## src/sv/xzis_pkg.sv

```systemverilog
// Shared types and constants for the XZ index size summer.
package xzis_pkg;

    localparam int MAX_VARINT_BYTES = 9;
    localparam int GROUP_BITS       = 7;
    localparam int VARINT_GROUPS    = 9;
    localparam int VALUE_W          = 63;
    localparam int TOTAL_W          = 64;
    localparam int LEN_W            = 4;
    localparam int BYTE_W           = 8;
    localparam int STATUS_W         = 2;
    localparam int M_TDATA_W        = 128;

    localparam logic [BYTE_W-1:0] INDICATOR_BYTE = 8'h00;

    typedef enum logic [2:0] {
        PH_IDLE   = 3'd0,
        PH_COUNT  = 3'd1,
        PH_UNPAD  = 3'd2,
        PH_UNCOMP = 3'd3
    } phase_t;

    typedef enum logic [STATUS_W-1:0] {
        ST_OK      = 2'd0,
        ST_BAD_IND = 2'd1,
        ST_LONG    = 2'd2,
        ST_TRUNC   = 2'd3
    } status_t;

    typedef struct packed {
        logic [BYTE_W-1:0] index_byte;
        logic              first_byte;
        logic              last_byte;
    } in_beat_t;

    typedef struct packed {
        logic [TOTAL_W-1:0] total_uncompressed;
        logic [VALUE_W-1:0] records_done;
        status_t            status;
    } result_t;

endpackage

```

## src/sv/xz_index_size_summer_top.sv

```systemverilog
// Top level of the XZ index size summer: input register, parser and result register.
//
//  Channel | Ports                        | Contents
//  --------+------------------------------+-----------------------------------------------
//  in      | s_tvalid s_tready s_tdata    | one index byte a beat; tuser marks the first
//          | s_tuser s_tlast              | byte, tlast the last byte of the section
//  out     | m_tvalid m_tready m_tdata    | one beat per section: total and record count,
//          | m_tuser                      | with the status code in tuser
//
// One byte is taken each cycle while no result is stalled; a byte's result, if it has one,
// comes out through the input register and then the result register around the parser.
// The parser's state update (a 64-bit add beside the varint merge) is the only loop.
// Reset is synchronous and active low; it empties both registers and idles the parser.
// A stalled result holds the pipeline, but an empty input register still takes a beat.
module xz_index_size_summer_top (
    input  logic                           aclk,
    input  logic                           aresetn,
    input  logic                           s_tvalid,
    output logic                           s_tready,
    input  logic [xzis_pkg::BYTE_W-1:0]    s_tdata,   // [7:0] index_byte
    input  logic                           s_tuser,   // [0] first_byte
    input  logic                           s_tlast,   // last_byte
    output logic                           m_tvalid,
    input  logic                           m_tready,
    output logic [xzis_pkg::M_TDATA_W-1:0] m_tdata,   // [63:0] total_uncompressed,
                                                      // [126:64] records_done, [127] zero
    output logic [xzis_pkg::STATUS_W-1:0]  m_tuser    // [1:0] status
);
    import xzis_pkg::*;

    logic     in_valid_reg;
    in_beat_t in_beat_reg;
    logic     out_valid_reg;
    result_t  out_result_reg;
    logic     advance;
    logic     step;
    logic     emit;
    result_t  result;

    assign advance  = !out_valid_reg || m_tready;
    assign step     = in_valid_reg && advance;
    assign s_tready = !in_valid_reg || advance;

    always_ff @(posedge aclk) begin
        if (!aresetn) begin
            in_valid_reg <= 1'b0;
        end else if (s_tready) begin
            in_valid_reg <= s_tvalid;
        end
    end

    always_ff @(posedge aclk) begin
        if (s_tvalid && s_tready) begin
            in_beat_reg.index_byte <= s_tdata;
            in_beat_reg.first_byte <= s_tuser;
            in_beat_reg.last_byte  <= s_tlast;
        end
    end

    xzis_parser u_parser (
        .aclk    (aclk),
        .aresetn (aresetn),
        .step    (step),
        .beat    (in_beat_reg),
        .emit    (emit),
        .result  (result)
    );

    always_ff @(posedge aclk) begin
        if (!aresetn) begin
            out_valid_reg <= 1'b0;
        end else if (advance) begin
            out_valid_reg <= emit;
        end
    end

    always_ff @(posedge aclk) begin
        if (advance && emit) begin
            out_result_reg <= result;
        end
    end

    assign m_tvalid = out_valid_reg;
    assign m_tdata  = {1'b0, out_result_reg.records_done, out_result_reg.total_uncompressed};
    assign m_tuser  = out_result_reg.status;

    a_step_needs_room: assert property (@(posedge aclk) disable iff (!aresetn)
        emit |-> advance)
        else $error("result produced with the result register blocked");

    a_result_held: assert property (@(posedge aclk) disable iff (!aresetn)
        out_valid_reg && !m_tready |=> !$past(step))
        else $error("byte parsed while a result was stalled");

    a_in_full_when_stalled: assert property (@(posedge aclk) disable iff (!aresetn)
        in_valid_reg && !advance |=> in_valid_reg && $stable(in_beat_reg))
        else $error("held input beat lost during a stall");

endmodule

```

## src/sv/xzis_parser.sv

```systemverilog
// Byte-at-a-time index parser: varint decoding, record counting and size summing.
module xzis_parser (
    input  logic              aclk,
    input  logic              aresetn,
    input  logic              step,
    input  xzis_pkg::in_beat_t beat,
    output logic              emit,
    output xzis_pkg::result_t result
);
    import xzis_pkg::*;

    phase_t             phase_reg, phase_next;
    logic [VALUE_W-1:0] accum_reg, accum_next;
    logic [LEN_W-1:0]   len_reg, len_next;
    logic [VALUE_W-1:0] left_reg, left_next;
    logic [VALUE_W-1:0] seen_reg, seen_next;
    logic [TOTAL_W-1:0] total_reg, total_next;
    status_t            status_c;
    logic               emit_c;

    always_comb begin
        logic [VALUE_W-1:0] acc_new;
        logic [LEN_W-1:0]   len_inc;
        logic               done;
        acc_new    = accum_reg;
        len_inc    = len_reg + LEN_W'(1);
        done       = 1'b0;
        phase_next = phase_reg;
        accum_next = accum_reg;
        len_next   = len_reg;
        left_next  = left_reg;
        seen_next  = seen_reg;
        total_next = total_reg;
        status_c   = ST_OK;
        emit_c     = 1'b0;

        // The group of seven bits lands at the slot picked by the current length.
        for (int k = 0; k < VARINT_GROUPS; k++) begin
            if (len_reg == LEN_W'(k)) begin
                acc_new[k*GROUP_BITS +: GROUP_BITS] =
                    accum_reg[k*GROUP_BITS +: GROUP_BITS] | beat.index_byte[GROUP_BITS-1:0];
            end
        end

        if (beat.first_byte) begin
            left_next  = '0;
            seen_next  = '0;
            total_next = '0;
            if (beat.index_byte != INDICATOR_BYTE) begin
                emit_c   = 1'b1;
                status_c = ST_BAD_IND;
            end else begin
                phase_next = PH_COUNT;
                accum_next = '0;
                len_next   = '0;
                if (beat.last_byte) begin
                    emit_c   = 1'b1;
                    status_c = ST_TRUNC;
                end
            end
        end else if (phase_reg != PH_IDLE) begin
            accum_next = acc_new;
            len_next   = len_inc;
            if (beat.index_byte[BYTE_W-1]) begin
                if (len_inc >= LEN_W'(MAX_VARINT_BYTES)) begin
                    emit_c   = 1'b1;
                    status_c = ST_LONG;
                end else if (beat.last_byte) begin
                    emit_c   = 1'b1;
                    status_c = ST_TRUNC;
                end
            end else begin
                accum_next = '0;
                len_next   = '0;
                case (phase_reg)
                    PH_COUNT: begin
                        left_next = acc_new;
                        if (acc_new == '0) begin
                            done = 1'b1;
                        end else begin
                            phase_next = PH_UNPAD;
                        end
                    end
                    PH_UNPAD: begin
                        phase_next = PH_UNCOMP;
                    end
                    PH_UNCOMP: begin
                        total_next = total_reg + TOTAL_W'(acc_new);
                        seen_next  = seen_reg + VALUE_W'(1);
                        left_next  = left_reg - VALUE_W'(1);
                        if (left_reg == VALUE_W'(1)) begin
                            done = 1'b1;
                        end else begin
                            phase_next = PH_UNPAD;
                        end
                    end
                    default: begin
                        phase_next = PH_IDLE;
                    end
                endcase
                if (done) begin
                    emit_c   = 1'b1;
                    status_c = ST_OK;
                end else if (beat.last_byte) begin
                    emit_c   = 1'b1;
                    status_c = ST_TRUNC;
                end
            end
        end

        if (emit_c) begin
            phase_next = PH_IDLE;
        end
    end

    always_ff @(posedge aclk) begin
        if (!aresetn) begin
            phase_reg <= PH_IDLE;
        end else if (step) begin
            phase_reg <= phase_next;
        end
    end

    always_ff @(posedge aclk) begin
        if (step) begin
            accum_reg <= accum_next;
            len_reg   <= len_next;
            left_reg  <= left_next;
            seen_reg  <= seen_next;
            total_reg <= total_next;
        end
    end

    assign emit                      = step && emit_c;
    assign result.total_uncompressed = (status_c == ST_OK) ? total_next : '0;
    assign result.records_done       = seen_next;
    assign result.status             = status_c;

    a_emit_goes_idle: assert property (@(posedge aclk) disable iff (!aresetn)
        emit |=> phase_reg == PH_IDLE)
        else $error("parser did not go idle after giving a result");

    a_phase_holds: assert property (@(posedge aclk) disable iff (!aresetn)
        !step |=> $stable(phase_reg))
        else $error("parse phase moved without a byte");

    a_error_total_zero: assert property (@(posedge aclk) disable iff (!aresetn)
        emit && result.status != ST_OK |-> result.total_uncompressed == '0)
        else $error("error result carries a non-zero total");

    a_len_bounded: assert property (@(posedge aclk) disable iff (!aresetn)
        phase_reg != PH_IDLE |-> len_reg < LEN_W'(MAX_VARINT_BYTES))
        else $error("varint length ran past its limit");

    a_left_nonzero: assert property (@(posedge aclk) disable iff (!aresetn)
        phase_reg == PH_UNCOMP |-> left_reg != '0)
        else $error("size being decoded with no records left");

endmodule
```

## config.mk

```make
export PLATFORM = sky130hd
export DESIGN_NAME = xz_index_size_summer_top
export DESIGN_NICKNAME = d
export VERILOG_FILES = /design/src/sv/xzis_pkg.sv /design/src/sv/xz_index_size_summer_top.sv /design/src/sv/xzis_parser.sv
export SDC_FILE = /design/constraint.sdc
export NUM_CORES = 1
export LEC_CHECK = 0
export BUFFER_PORTS_ARGS = -buffer_cell sky130_fd_sc_hd__buf_2
export CELL_PAD_IN_SITES_DETAIL_PLACEMENT = 1
export CELL_PAD_IN_SITES_GLOBAL_PLACEMENT = 2
export CORE_ASPECT_RATIO = 0.5
export CORE_UTILIZATION = 41
export CTS_CLUSTER_SIZE = 20
export DETAILED_ROUTE_END_ITERATION = 7
export PLACE_DENSITY_LB_ADDON = 0.25
export SYNTH_ARGS = -nofsm -noshare
export SYNTH_HDL_FRONTEND = slang
export SYNTH_HIERARCHICAL = 1
export SYNTH_SLANG_ARGS = --single-unit
```

## constraint.sdc

```tcl
create_clock -name aclk -period 20.5 [get_ports aclk]
set_clock_uncertainty 0.15 [all_clocks]
set_input_delay 4.1 -clock aclk [delete_from_list [all_inputs] [get_ports aclk]]
set_output_delay 4.1 -clock aclk [all_outputs]
set_load 0.02 [all_outputs]
```

Word-level counts from Yosys, hierarchy flattened. Index checks and enable logic that the tools add are counted.

Flip-flop bits (word level): 401. Input bits: 14. Output and inout port bits: 132. Logic and storage cells: 121.

Add/sub/neg operators: 4. Order comparisons: 1. Equality and inequality tests: 18. Muxes and demuxes: 56. Bitwise gates (word level): 9. Reduce and logical (&&, ||, !) cells: 19.

Operator list (number): $mux W63 (10); $mux W64 (4); $pmux W63 S2 (1); $add A64 B63 Y64 (1); $add A63 B1 Y63 const B (1); $eq A63 B1 Y1 const B (1); $logic_not A63 Y1 (1); $mux W7 (9); $or A7 B7 Y7 (9); $sub A63 B1 Y63 const B (1); $mux W3 (7); $eq A4 B3 Y1 const B (4); $mux W4 (4); $mux W2 (7); $mux W1 (12); $pmux W3 S3 (1); $reduce_bool A3 Y1 (3); $eq A4 B2 Y1 const B (2); $ne A4 B3 Y1 const B (2); $reduce_bool A8 Y1 (1); $eq A3 B2 Y1 const B (2); $ne A3 B2 Y1 const B (2); $reduce_and A6 Y1 (1); $add A4 B1 Y4 const B (1); 14 further kinds (20).

Longest topological paths before layout.
Word-level depth: 14. Gate-level depth with buffers: 17. Depth with buffers taken out: 15.

By module. Netlist, hierarchy kept.

Modules (own cells, without submodules): xzis_parser (instances 1, cells each 2075, area an instance 18733.0 µm², sequential area each 7757.4 µm²); xz_index_size_summer_top (instances 1, cells each 151, area an instance 4285.4 µm², sequential area each 4214.0 µm²).

Least setup slack after synthesis. OpenSTA, ideal clock, no wires.

Path kind: input to register. Start: input m_tready. End: register out_result_reg (netlist bit m_tdata[0]) (enable). Library setup time: 0.633 ns. Arrival time: 16.252 ns. Data required time: 19.717 ns. Path slack: 3.466 ns. Cell stages on the path: 4. Path buffers: 0. Cell sequence: nor2b_4 -> nor2b_1 -> and2_1 -> nor2b_1.

Cells in the longest elaborated chain, start to end: 4.

Ends and longest elaborated chain: from (decl) (RTL line xz_index_size_summer_top.sv:24) `input logic m_tready,`; $logic_or A1 B1 Y1 (RTL line xz_index_size_summer_top.sv:40) `assign advance = !out_valid_reg || m_tready;`; $logic_and A1 B1 Y1 (RTL line xz_index_size_summer_top.sv:41) `assign step = in_valid_reg && advance;`; via step (RTL line xz_index_size_summer_top.sv:36) `logic step;`; $logic_and A1 B1 Y1 (RTL line xzis_parser.sv:134) `assign emit = step && emit_c;`; via emit (RTL line xz_index_size_summer_top.sv:37) `logic emit;`; $logic_and A1 B1 Y1 (RTL line xz_index_size_summer_top.sv:78) `if (advance && emit) begin`; to (signal assigned) (RTL line xz_index_size_summer_top.sv:79) `out_result_reg <= result;`; to (decl) (RTL line xz_index_size_summer_top.sv:34) `result_t out_result_reg;`.

The timed path passes the listed nets, and every way through them passes these cells. A chain may end at the register's enable or synchronous reset.

Final worst setup path.
Start: input m_tready. End: output s_tready.

Cells in the longest elaborated chain, start to end: 2.

Ends and longest elaborated chain: $logic_or A1 B1 Y1 (RTL line xz_index_size_summer_top.sv:40); $logic_or A1 B1 Y1 (RTL line xz_index_size_summer_top.sv:42) `assign s_tready = !in_valid_reg || advance;`; to (decl) (RTL line xz_index_size_summer_top.sv:19) `output logic s_tready,`.

No other way between the ends.

==> impl_metrics.json <==
{
  "rsz0062_at_grt": "no",
  "crit_type": "input pin to output port",
  "cp_num_buf_inv": 2,
  "arrival_ps": 4680,
  "ys_async_sr_fraction_pct": 0,
  "gp_congestion": 0.874,
  "drive_gt1_share_pct": 12.7,
  "htreeDepth": 2,
  "setup_ws_ps": 11570,
  "power_density_nw_per_um2": 72.6,
  "slowest_stage": "nor2b_4",
  "largest_reg_flops": 127,
  "synth_edf_count": 396,
  "timing.critical_path.mode_cell": "buf_2",
  "finalMaxSlewViolations": 0,
  "synth_area_um2": 23000,
  "r2r_setup_slack_ps": 14730,
  "cts-resized-gates": 0,
  "dpl_cell_area_um2": 24500,
  "ios": 146,
  "fp.dieH_um": 170,
  "maxCapViolCount": 0,
  "vias": 18200,
  "r2r_end": "m_tdata[58]$_DFFE_PP_",
  "critPathTopFamily": "simple AND/OR/NAND/NOR gates",
  "status": "complete, no violations",
  "drc_errors": 0,
  "rr_worst_depth": 15,
  "p_leak_nw": 9.30,
  "vias_per_cell": 5.87,
  "cp_max_fo": 6,
  "hold_path_depth": 2,
  "cts_num_sinks": 400,
  "final_cell_area_um2": 25900,
  "core_um2": 54600,
  "yosys_warnings": 6,
  "path_cells": "buf_2 -> nor2b_4 -> nand2_1 -> buf_2",
  "required_ps": 16250,
  "ys_seq_elements": 400,
  "wl_per_cell_um": 23.2,
  "fp.dieW_um": 337,
  "vdd_drop_max_uv": 41.8,
  "ctsRootBufferMaster": "clkbuf_16",
  "fin_crit_sh_pct": 43.6,
  "holdBufCountCts": 0,
  "first_iter_violations": 1784,
  "finish.utilization_pct": 47.4,
  "startpoint_type": "input pin",
  "grt_overflow": 0,
  "hold_end": "u_parser/accum_reg[7]$_SDFFCE_PP0P_",
  "finalCriticalPeriod_ps": 8930,
  "ys_types": 96,
  "routed_wl_um": 72200,
  "layout_common_cells": "396 x edfxtp_1, 278 x nor2_1, 200 x nand2_1",
  "hp-class": "flip-flop to flip-flop",
  "worst_pin_slew_ps": 1140,
  "fin_setup_tns_ps": 0,
  "yosysSeqAreaShare_pct": 52.0,
  "max_freq_mhz": 112,
  "ant_nets": 0,
  "dp_slack_ps": 11580,
  "cts_buffer_depth": 3,
  "first_global_vias": 18200,
  "fill_cells": 6044,
  "cts_tree": "built",
  "grt_usage_pct": 25.3,
  "syn_nets": 2325,
  "grt_pass1_wl_um": 111000,
  "port_buffers": 144,
  "hpwl_um": 51700,
  "dieArea_um2": 57200,
  "cts_buffers": 41,
  "hold_ws_ps": 441,
  "setup.worst_path.end_class": "output port",
  "grt_max_degree": 73,
  "rows": 60,
  "dr.pass1.iters": 5,
  "post_cts_buffers": 0,
  "slowest_delay_ps": 220,
  "clock_latency_ps": 570,
  "start_util_pct": 42.2,
  "hold_violations": 0,
  "hp-start": "u_parser/accum_reg[7]$_SDFFCE_PP0P_",
  "r2r_start": "u_parser/len_reg[1]$_SDFFCE_PP0P_",
  "syn_avg_cell_area_um2": 10.3,
  "synthCells": 2226,
  "final_common_cell": "edfxtp_1",
  "ys.flop_type": "edfxtp_1",
  "finalNetCount": 2431,
  "relSlewSlack_pct": 24.2,
  "clk_pin_slew_ps": 70,
  "antenna_found_initial": 4,
  "setup_viol": 0,
  "area_growth_pct": 12.3
}
## worst max-delay path by stage
stage	from	endpoint	slack [ps]	cells after the start
after global routing	m_tready	s_tready	11550	4
after CTS	m_tready	s_tready	11560	4
final	m_tready	s_tready	11570	4
after detailed placement	m_tready	s_tready	11580	4
after global placement	m_tready	s_tready	11580	4
after floorplan	m_tready	m_tdata[0]$_DFFE_PP_	3470	4
## cells by family after synthesis
logic type / synth area share, %
compound gates: 14.6
xor+xnor: 5.29
fa+ha+maj: 4.65
buf+inv: 3.23
flops: 52.0
mux: 0.620
other cells: 0.0163
simple gates: 19.6
## through the flow
stage / instances / total power [mW]
floorplan: 2226 / 1.07
global placement: 3033 / 1.11
detailed placement: 3033 / 1.12
CTS: 3106 / 1.90
global route: 3106 / 1.94
finish: 3108 / 1.88
## cell type report
class                   instances  area [um2]  share of cell area, %
diodes                          2        5.00                 0.0194
clock buffers                  58        1190                   4.61
clock inverters                15         156                  0.605
inverters                      80         300                   1.16
multi-input cells            1634       10300                   40.0
flip-flops and latches        400       12000                   46.3
well taps                     744         931                   3.60
repair buffers                175         953                   3.69
## tightest hold or removal path: stages (launching register included)
cell and delay, ps:
edfxtp_1 320, a21oi_1 60, nor2_1 100
## report_power, final
group	total (mW)	internal, mW	switching (mW)
combinational	0.151	0.0474	0.103
clock	0.776	0.443	0.333
sequential	0.949	0.927	0.0219
total	1.88	1.42	0.458
## synthesized netlist by cell type, drive strengths merged (5+ instances only)
cell,count,area (um2)
edfxtp,396,11900
nor2,281,1060
nand2,204,768
a21oi,182,915
clkbuf,96,360
xor2,92,806
ha,84,1050
a211oi,80,631
inv,80,300
o21ai,63,319
nand4,60,375
nand3,59,300
and2,50,313
nor3,49,257
xnor2,47,412
and3,33,206
nor4,32,277
or3,31,194
a31oi,24,150
a21o,23,173
nor2b,19,126
or4,17,135
buf,16,83.8
o21a,16,120
a2111oi,14,174
mux2i,12,120
o211ai,12,90.1
and4b,11,110
a311oi,8,70.1
a31o,8,70.1
and4,8,70.1
nand3b,8,60.1
o311ai,8,70.1
or2,8,50.1
a21boi,7,52.6
o2111ai,7,67.6
o21bai,7,52.6
o31ai,7,66.3
o31a,6,52.6
nor3b,5,37.5
## per-layer routing
| layer | vias to the layer above | GRT usage, % | routed length, um |
|---|---|---|---|
| li1 | 8524 | - | - |
| met1 | 9157 | 37.7 | 35100 |
| met2 | 496 | 36.8 | 30900 |
| met3 | 71 | 6.08 | 5050 |
| met4 | 0 | 5.47 | 1130 |
| met5 | - | 0 | 0 |
(Power assumes the default switching activity.)
